===== src/rtl/event_slice_accumulator_macros.svh =====
// ----------------------------------------------------------------------------
// event slice accumulator assertion macros
// shared concurrent assertion forms, clocked on aclk, off while in reset
// ----------------------------------------------------------------------------
`ifndef EVENT_SLICE_ACCUMULATOR_MACROS_SVH
`define EVENT_SLICE_ACCUMULATOR_MACROS_SVH

// same-cycle implication
`define ESA_ASSERT_IMPL(label, ante, cons) \
    label: assert property (@(posedge aclk) disable iff (!aresetn) (ante) |-> (cons)) \
        else $error("esa assertion failed");

// invariant checked every cycle out of reset
`define ESA_ASSERT_ALWAYS(label, cond) \
    label: assert property (@(posedge aclk) disable iff (!aresetn) 1'b1 |-> (cond)) \
        else $error("esa assertion failed");

`endif


===== src/rtl/esa_pkg.sv =====
// ----------------------------------------------------------------------------
// esa_pkg
// types and constants of the event slice accumulator
// ----------------------------------------------------------------------------
`timescale 1ns / 1ps
`default_nettype none

package esa_pkg;

    localparam int SENSOR_WIDTH     = 240;
    localparam int SENSOR_HEIGHT    = 180;
    localparam int SLICE_COUNT      = 3;
    localparam int PIXELS_PER_SLICE = SENSOR_WIDTH * SENSOR_HEIGHT;
    localparam int STORE_DEPTH      = SLICE_COUNT * PIXELS_PER_SLICE;
    localparam int ADDR_W           = $clog2(STORE_DEPTH);
    localparam int SLICE_W          = $clog2(SLICE_COUNT);
    localparam int SEL_W            = SLICE_W + 2;
    localparam int CMP_W            = 12;

    // fixed field widths
    localparam int KIND_W      = 2;
    localparam int X_W         = 8;
    localparam int Y_W         = 8;
    localparam int AGE_W       = 2;
    localparam int COUNT_W     = 8;
    localparam int CUR_W       = 2;
    localparam int S_TDATA_W   = 24;
    localparam int M_TDATA_W   = 16;

    typedef enum logic [KIND_W-1:0] {
        KIND_EVENT  = 2'd0,
        KIND_ROTATE = 2'd1,
        KIND_CLEAR  = 2'd2,
        KIND_READ   = 2'd3
    } kind_t;

    typedef enum logic [2:0] {
        ST_SWEEP,
        ST_IDLE,
        ST_ADDR,
        ST_READ,
        ST_WRITE,
        ST_OUT
    } state_t;

    typedef struct packed {
        logic capture;
        logic calc_addr;
        logic mem_read;
        logic ev_write;
        logic out_load;
        logic rotate;
        logic clear_all;
        logic sweep_step;
    } cmd_t;

    typedef struct packed {
        kind_t kind;
        logic  sweep_last;
        logic  out_free;
    } sts_t;

endpackage

`default_nettype wire


===== src/rtl/esa_ctrl.sv =====
// ----------------------------------------------------------------------------
// esa_ctrl
// sequencer for item decode, read-modify-write and clearing sweeps
// ----------------------------------------------------------------------------
`timescale 1ns / 1ps
`default_nettype none

module esa_ctrl (
    input  wire logic          aclk,
    input  wire logic          aresetn,
    input  wire logic          s_tvalid,
    output logic               s_tready,
    input  wire esa_pkg::sts_t sts,
    output esa_pkg::cmd_t      cmd
);
    import esa_pkg::*;

    state_t state_reg, state_next;

    always_ff @(posedge aclk) begin
        if (!aresetn) begin
            state_reg <= ST_SWEEP;
        end else begin
            state_reg <= state_next;
        end
    end

    always_comb begin
        state_next = state_reg;
        case (state_reg)
            ST_SWEEP: begin
                if (sts.sweep_last) state_next = ST_IDLE;
            end
            ST_IDLE: begin
                if (s_tvalid) state_next = ST_ADDR;
            end
            ST_ADDR: begin
                case (sts.kind)
                    KIND_ROTATE, KIND_CLEAR: state_next = ST_SWEEP;
                    default:                 state_next = ST_READ;
                endcase
            end
            ST_READ: begin
                state_next = (sts.kind == KIND_READ) ? ST_OUT : ST_WRITE;
            end
            ST_WRITE: begin
                state_next = ST_IDLE;
            end
            ST_OUT: begin
                if (sts.out_free) state_next = ST_IDLE;
            end
            default: state_next = ST_IDLE;
        endcase
    end

    always_comb begin
        cmd      = '0;
        s_tready = 1'b0;
        case (state_reg)
            ST_SWEEP: cmd.sweep_step = 1'b1;
            ST_IDLE: begin
                s_tready    = 1'b1;
                cmd.capture = s_tvalid;
            end
            ST_ADDR: begin
                cmd.calc_addr = 1'b1;
                cmd.rotate    = (sts.kind == KIND_ROTATE);
                cmd.clear_all = (sts.kind == KIND_CLEAR);
            end
            ST_READ:  cmd.mem_read = 1'b1;
            ST_WRITE: cmd.ev_write = 1'b1;
            ST_OUT:   cmd.out_load = sts.out_free;
            default: begin
                cmd = '0;
            end
        endcase
    end

endmodule

`default_nettype wire


===== config.mk =====
export PLATFORM = sky130hd
export DESIGN_NAME = esa_ctrl
export DESIGN_NICKNAME = d
export VERILOG_FILES = /design/src/rtl/event_slice_accumulator_macros.svh /design/src/rtl/esa_pkg.sv /design/src/rtl/esa_ctrl.sv
export SDC_FILE = /design/constraint.sdc
export NUM_CORES = 1
export LEC_CHECK = 0
export BUFFER_PORTS_ARGS = -buffer_cell sky130_fd_sc_hd__buf_4
export CAP_MARGIN = 20
export CORE_AREA = 4 4 41 43
export DETAILED_ROUTE_END_ITERATION = 6
export DIE_AREA = 0 0 45 47
export HOLD_SLACK_MARGIN = 0.15
export PLACE_DENSITY_LB_ADDON = 0.2
export SKIP_CTS_REPAIR_TIMING = 1
export SYNTH_ARGS = -nofsm -noshare
export SYNTH_HDL_FRONTEND = slang
export SYNTH_SLANG_ARGS = --single-unit

===== constraint.sdc =====
create_clock -name aclk -period 1.2 [get_ports aclk]
set_clock_uncertainty 0.2 [all_clocks]
set_input_delay 0.12 -clock aclk [delete_from_list [all_inputs] [get_ports aclk]]
set_output_delay 0.12 -clock aclk [all_outputs]
set_load 0.005 [all_outputs]

# == After elaboration in Yosys (flattened, before gate mapping) ==
# Cells that the tools add are included.
# op_classes
n_lt_le_gt_ge,0
muxes,14
shifts,0
addsub,0
reduce_logical,3
div_mod_pow,0
mul,0
bitwise,0
eq_ne,11
# ops
cell,count
3-bit one-hot mux with 5 select lines,1
3-bit two-way mux,3
1-bit two-way mux,8
3-bit by 2-bit == test with 1-bit output (second input constant),2
3-bit == test (second input constant),2
2-bit inequality test (second input constant),3
2-bit == test (second input constant),2
2-bit two-way mux,2
3-bit by 1-bit == test with 1-bit output (second input constant),1
3-bit logical NOT,1
3-bit AND reduction,1
2-bit by 1-bit == test with 1-bit output (second input constant),1
2-bit OR reduction,1
# totals
latch_bits,0
ram_bits,0
memories,0
output_inout_bits,9
wordCells,29
input_bits,7
reg_bits,3
rom_bits,0

# == Depth between registers and ports, before layout ==
# Gate-level depths: netlist (run 1).
# logic_depth
word_depth,4
ltp_mapped,5

# == Worst setup path after synthesis (run 1) ==
# OpenSTA, ideal clock, no wires.
# synth_timing
kind,reg2reg
startpoint,register state_reg[1]
endpoint,register state_reg[2]
setup_time_ns,0.122
setup_slack_ns,0.005
path_stages_with_launch,5
arrival_ns,0.873
path_cell_list,dfxtp_1 -> buf_6 -> nor2b_4 -> nor3b_1 -> o311a_1
# synth_between
elab_chain_len,3
word_cells_on_any_way,10
cone_classes,eq/ne (7); mux (1); reduce/logical (2)
# synth_lines
item,line,source
start: declaration,esa_ctrl.sv:18,"state_t state_reg, state_next;"
start signal: assignment,esa_ctrl.sv:24,state_reg <= state_next;
3-bit == test (tied with other cells),esa_ctrl.sv:30,case (state_reg)
2-bit inequality test (no line),-,
3-bit AND reduction (no line),-,
# Parallel ways exist; a longest one is shown, timed or not.
# A chain may end at the register's enable or synchronous reset.

==> results of run 1 <==
## stage by stage
stage	area [sq um]	util	power (W)
after floorplan	338	-	0.000240
after global placement	462	0.355	0.000311
after detailed placement	462	0.355	0.000309
after CTS	488	0.375	0.000499
after global routing	622	0.478	0.000605
final	622	0.478	0.000570
## synthesized netlist by cell type
cell type	instances
nor2_1	3
nand2b_1	2
nand3_1	1
inv_1	4
nor3_1	2
a21oi_1	1
nor3b_1	2
and2_1	3
nand2b_4	1
and3b_1	1
nor4bb_1	1
nand2_2	1
dfxtp_1	3
and4b_2	1
o21ai_0	1
mux2i_1	1
ha_1	3
nor4_1	1
o311a_1	1
nor2b_4	1
buf_4	2
a221oi_2	1
buf_6	2
## path summary, 6_finish.rpt
path,start,to,cells past startpoint
max,state_reg[2],cmd[2],4
min,s_tvalid,state_reg[0],4
max reg2reg,state_reg[1],state_reg[2],4
min reg2reg,state_reg[2],state_reg[1],1
## per-layer routing
layer | up-vias | part of all wire | routed length (um)
li1 | 186 | - | -
met1 | 175 | 0.38 | 337
met2 | 14 | 0.52 | 460
met3 | 4 | 0.064 | 57
met4 | 0 | 0.036 | 32
met5 | - | 0 | 0
## cell type report
type                       count  share of cell area
tap                           15              0.0302
inverter                       4              0.0241
multi-input combinational     28               0.423
timing repair buffer          28               0.366
sequential                     3               0.115
clock buffer                   4              0.0423
## worst register-to-register path, delay by kind of cell, from the launching register on
| family | cells | cell delay (ns) |
|---|---|---|
| and+or+nand+nor | 2 | 0.14 |
| buffers and inverters | 1 | 0.16 |
| DFF | 1 | 0.38 |
| AOI/OAI and AO/OA | 1 | 0.33 |
## where the power goes
part,internal [W],total (W),switching [W]
sequential,0.000113,0.000140,0.0000261
clock,0.000125,0.000181,0.0000560
combinational,0.000159,0.000250,0.0000910
## kinds of logic (layout without fill, tap and decap cells)
logic type      count (synthesis)  count (layout)  synth area share
simple gates                   20              20             0.422
compound gates                  4               4             0.104
fa+ha+maj                       3               3             0.111
flops                           3               3             0.178
buf+inv                         8              36             0.156
mux                             1               1            0.0296
==> impl_metrics.toml, run 1 <==
[synthesis]
synth_cells = 39
syn_area_sq_um = 338
syn_nets = 49
avgSynthCellArea_sq_um = 8.66
yosys_warnings = 0
synth_top_area_frac = 0.178
yosysTopAreaCell = "dfxtp_1"
yosysSeqAreaShare = 0.178
synth_area_leaders = "dfxtp_1, ha_1, buf_6, and2_1, a221oi_2"
synth_cell_types = 23
ys_seq_elements = 3

[grt]
grt_max_degree = 14
grt_pass1_vias = 322
met2_usage = 0.130
antenna_found_initial = 0
met3_usage = 0.0230
grtUsageTotal = 0.0845
use_met1 = 0.0839
grt-busiest-layer = "met2"
grt_overflow = 0
grt_pass1_wl_um = 1210

[sta]
hold_viol = 0
rsz0062_at_grt = "true"
relSlewSlack = 0.838
worst_pin_slew_ns = 0.239
fin_tns_setup_ns = -1.58
setup_viol = 11
post-route-period-util = 1.16
fmax_ghz = 0.718
timing.hold.ws_ns = 0.0581
min_period_ns = 1.39
final_max_slew_viol_count = 0
layout_setup_ws_ns = -0.193

[drt]
drc = 0
via_per_inst = 4.62
wl_per_cell_um = 10.8
vias = 379
wirelength_um = 887
drtAntennaViolNets = 0
dr.pass1.iters = 1
drtIter0Drc = 0

[critical_path]
startpoint_type = "register"
worstPathCellList = "nand2b_4 > nor2_4 > and2_1 > buf_4"
cp-end-kind = "output pin"
crit_type = "reg2out"
slowest_stage = "dfxtp_4"
arrival_ns = 1.07
path_max_fanout = 7
r2r_slack_ns = -0.13
cp_slowest_stage_delay_ns = 0.36
critical_path_required_ns = 0.88
cp_top_family = "simple AND/OR/NAND/NOR gates"
critPathBufInv = 1

[final_layout]
fillers = 134
final_common_cell = "buf_4"
fin_nets = 78
seq_area_sq_um = 71.3
fin_cells = 82
multi_input_area_sq_um = 263
n_antenna_cell = 0
layout-drive-gt1-share = 0.687
final_cell_mix = "buf_4, inv_1, buf_6"
areaGrowthSynthToFinish_pct = 84.1
largest_register_ff_count = 3

[pwr]
p_leak_nw = 0.319
power.density_nw_per_um2 = 917
irDropWorstVdd_uv = 450

[status]
outcome = "finished with violations"
violations = "setup timing"

[floorplanning]
io_pins = 16
dieArea_sq_um = 2120
core_area_sq_um = 1300
fp.dieW_um = 45
die_h_um = 47
start_util = 0.260
core.rowCount = 13

[placed_design]
port_buffers = 15
dp_hpwl_um = 587
place.gp.congestion = 0.703
preCtsSetupSlack_ns = -0.178
dp_cells = 69

[flow_run]
maxCapViolations = 0

[clock_network]
worstSkewPairLatency_ns = 0.24
clock-root-buffer = "clkbuf_4"
clkTransAtPathRegs_ns = 0.04
cts_tree = "done"
cts.sinks = 3
cts_max_path_buffers = 2
htree_levels = 1
cts_inserted_buffers = 3

[hold_path]
min_path_type = "in2reg"
Power figures use the tool's default switching activity.
==> inputs of run 2 (changes only) <==
MAX_ROUTING_LAYER = met4   (was not set)
==> impl_metrics.toml, run 2 (synthesized netlist as in run 1, its figures left out) <==
[drt]
dr.pass1.iters = 1
drtIter0Drc = 0
wirelength_um = 887
vias = 379
wl_per_cell_um = 10.8
drc = 0
drtAntennaViolNets = 0
via_per_inst = 4.62

[final_layout]
seq_area_sq_um = 71.3
final_common_cell = "buf_4"
fillers = 134
utilization = 0.478
largest_register_ff_count = 3
areaGrowthSynthToFinish_pct = 84.1
n_antenna_cell = 0
layout-drive-gt1-share = 0.687
final_cell_mix = "buf_4, inv_1, buf_6"
fin_nets = 78
multi_input_area_sq_um = 263

[placed_design]
place.gp.congestion = 0.710
port_buffers = 15
preCtsSetupSlack_ns = -0.178
dp_hpwl_um = 587

[pwr]
irDropWorstVdd_uv = 450
power.total_w = 0.000570
p_leak_nw = 0.319
power.density_nw_per_um2 = 917

[clock_network]
clock-root-buffer = "clkbuf_4"
cts_inserted_buffers = 3
cts_max_path_buffers = 2
clkTransAtPathRegs_ns = 0.04
worstSkewPairLatency_ns = 0.24
htree_levels = 1
cts_tree = "done"
cts.sinks = 3

[sta]
rsz0062_at_grt = "true"
relSlewSlack = 0.838
post-route-period-util = 1.16
worst_pin_slew_ns = 0.239
setup_viol = 11
final_max_slew_viol_count = 0
layout_setup_ws_ns = -0.193
fmax_ghz = 0.718
min_period_ns = 1.39
timing.hold.ws_ns = 0.0581
hold_viol = 0

[critical_path]
r2r_slack_ns = -0.13
path_max_fanout = 7
cp-end-kind = "output pin"
worst_r2r_endpoint = "state_reg[2]"
critical_path_required_ns = 0.88
r2r_start = "state_reg[1]"
r2r_cells = 4
arrival_ns = 1.07
startpoint_type = "register"
crit_type = "reg2out"

[grt]
grtUsageTotal = 0.0872
grt_pass1_vias = 322
grt_max_degree = 14
antenna_found_initial = 0
grt_overflow = 0
grt_pass1_wl_um = 1210

[floorplanning]
die_h_um = 47
dieArea_sq_um = 2120
fp.dieW_um = 45
io_pins = 16
core.rowCount = 13
core_area_sq_um = 1300
start_util = 0.260

[status]
violations = "setup timing"
outcome = "finished with violations"

[hold_path]
min_path_type = "in2reg"
holdPathStages = 4
hp-start = "s_tvalid"
min_to = "state_reg[0]"

[flow_run]
maxCapViolations = 0
==> run 2: worst max-delay path by stage <==
stage               cells after the start            to         start
detailed placement                      4        cmd[1]  state_reg[1]
global placement                        4        cmd[1]  state_reg[1]
global route                            4        cmd[2]  state_reg[2]
CTS                                     4        cmd[1]  state_reg[1]
finish                                  4        cmd[2]  state_reg[2]
floorplan                               4  state_reg[2]  state_reg[1]
==> run 2: cell type report <==
class,count,share of cell area
multi-input cells,28,0.423
repair buffers,28,0.366
flip-flops and latches,3,0.115
clock buffers,4,0.0423
well taps,15,0.0302
inverters,4,0.0241
==> run 2: worst max-delay path: stages, from the launching register on <==
cell      delay, ns
dfxtp_4        0.36
nand2b_4       0.15
nor2_4         0.11
and2_1         0.12
buf_4          0.10
==> run 2: where the power goes <==
group          total, W  leakage [nW]  switching (W)  internal [W]
clock          0.000181        0.0150      0.0000560      0.000125
combinational  0.000250         0.277      0.0000910      0.000159
sequential     0.000140        0.0267      0.0000261      0.000113
total          0.000570         0.319       0.000173      0.000397
==> run 2: through the flow <==
| stage | TNS, ns | cells | area [sq um] |
|---|---|---|---|
| 6_report | -1.58 | 82 | 622 |
| 5_1_grt | -2.04 | 82 | 622 |
| 4_1_cts | -3.58 | 73 | 488 |
| 3_5_place_dp | -1.15 | 69 | 462 |
| 3_3_place_gp | -1.23 | 69 | 462 |
| 2_1_floorplan | 0 | 39 | 338 |
==> run 2: layer usage <==
layer	vias to the layer above	GRT usage	share of wire
li1	186	-	-
met1	175	0.0839	0.39
met2	14	0.130	0.52
met3	4	0.0230	0.059
met4	0	0.105	0.036
met5	-	-	0
==> inputs of run 3 (changes only) <==
CORE_AREA = not set   (was 4 4 41 43)
CORE_MARGIN = 4   (was not set)
CORE_UTILIZATION = 25   (was not set)
DIE_AREA = not set   (was 0 0 45 47)
==> impl_metrics.toml, run 3 (synthesized netlist as in run 1, its figures left out) <==
[status]
outcome = "finished with violations"
violations = "setup timing"

[placed_design]
dp_hpwl_um = 553
place.gp.congestion = 0.750
dp_cells = 68
preCtsSetupSlack_ns = -0.155
port_buffers = 15

[flow_run]
maxCapViolations = 0

[clock_network]
htree_levels = 1
worstSkewPairLatency_ns = 0.22
clkTransAtPathRegs_ns = 0.04
cts.sinks = 3
clock-root-buffer = "clkbuf_4"
cts_tree = "done"
cts_inserted_buffers = 3
cts_max_path_buffers = 2

[floorplanning]
core.rowCount = 12
dieArea_sq_um = 2000
core_area_sq_um = 1190
fp.dieW_um = 44.8
start_util = 0.285
io_pins = 16
die_h_um = 44.8

[drt]
wirelength_um = 867
drtIter0Drc = 3
wl_per_cell_um = 10.6
drtAntennaViolNets = 0
vias = 368
via_per_inst = 4.49
drc = 0
dr.pass1.iters = 3

[critical_path]
critical_path_required_ns = 0.88
r2r_slack_ns = -0.14
startpoint_type = "register"
r2r_start = "state_reg[0]"
crit_type = "reg2out"
worst_r2r_endpoint = "state_reg[2]"
arrival_ns = 1.05
cp-end-kind = "output pin"
r2r_cells = 3
path_max_fanout = 5

[grt]
grtUsageTotal = 0.0843
antenna_found_initial = 0
grt_pass1_wl_um = 1260
grt_pass1_vias = 330
grt_overflow = 0
grt_max_degree = 15

[final_layout]
final_common_cell = "buf_4"
final_cell_mix = "buf_4, inv_1"
fin_nets = 79
fin_cells = 82
largest_register_ff_count = 3
layout-drive-gt1-share = 0.662
areaGrowthSynthToFinish_pct = 87.0
n_antenna_cell = 0
utilization = 0.533

[pwr]
p_leak_nw = 0.325
power.density_nw_per_um2 = 909
irDropWorstVdd_uv = 384
power.total_w = 0.000574

[hold_path]
min_path_type = "in2reg"
holdPathStages = 4
hp-start = "s_tvalid"
min_to = "state_reg[0]"

[sta]
rsz0062_at_grt = "true"
layout_setup_ws_ns = -0.171
hold_viol = 0
final_max_slew_viol_count = 0
worst_pin_slew_ns = 0.273
min_period_ns = 1.37
post-route-period-util = 1.14
relSlewSlack = 0.816
fmax_ghz = 0.729
setup_viol = 12
[run 3: metrics by stage]
step           instance area, sq um  hold WS [ns]  setup TNS (ns)
2_1_floorplan                   338        0.0456               0
3_3_place_gp                    460         0.184           -1.13
3_5_place_dp                    460         0.185           -1.09
4_1_cts                         487       -0.0499           -3.39
5_1_grt                         632         0.110           -2.10
6_report                        632        0.0561           -1.46
[run 3: where the power goes]
part / internal, W / leakage [nW] / switching, W / total [W]
logic: 0.000174 / 0.283 / 0.0000925 / 0.000266
registers: 0.000114 / 0.0267 / 0.0000277 / 0.000141
clock network: 0.000124 / 0.0150 / 0.0000431 / 0.000167
total: 0.000411 / 0.325 / 0.000163 / 0.000574
[run 3: final cells by class]
cell class / instances / area (sq um)
clock buffer: 4 / 26.3
fill: 114 / 554
inverter: 4 / 15.0
multi-input combinational: 28 / 260
sequential: 3 / 71.3
tap: 14 / 17.5
timing repair buffer: 29 / 241
[run 3: worst max path at each step]
stage | startpoint | end | slack, ns
after floorplan | state_reg[1] | state_reg[2] | 0.005
after global placement | state_reg[0] | cmd[7] | -0.14
after detailed placement | state_reg[1] | cmd[1] | -0.15
after CTS | state_reg[1] | cmd[1] | -0.41
after global routing | state_reg[2] | cmd[1] | -0.23
final | state_reg[2] | cmd[1] | -0.17
[run 3: layer usage]
layer | vias up | wire (um) | global-route usage
li1 | 191 | - | -
met1 | 166 | 391 | 0.112
met2 | 11 | 435 | 0.126
met3 | 0 | 40 | 0.0120
met4 | 0 | 0 | 0.0361
met5 | - | 0 | -
[run 3: critical path, stage by stage (launching register included)]
cell      delay [ns]
dfxtp_4         0.37
nand2b_4        0.15
nor2_4          0.04
and2_1          0.15
buf_4           0.13
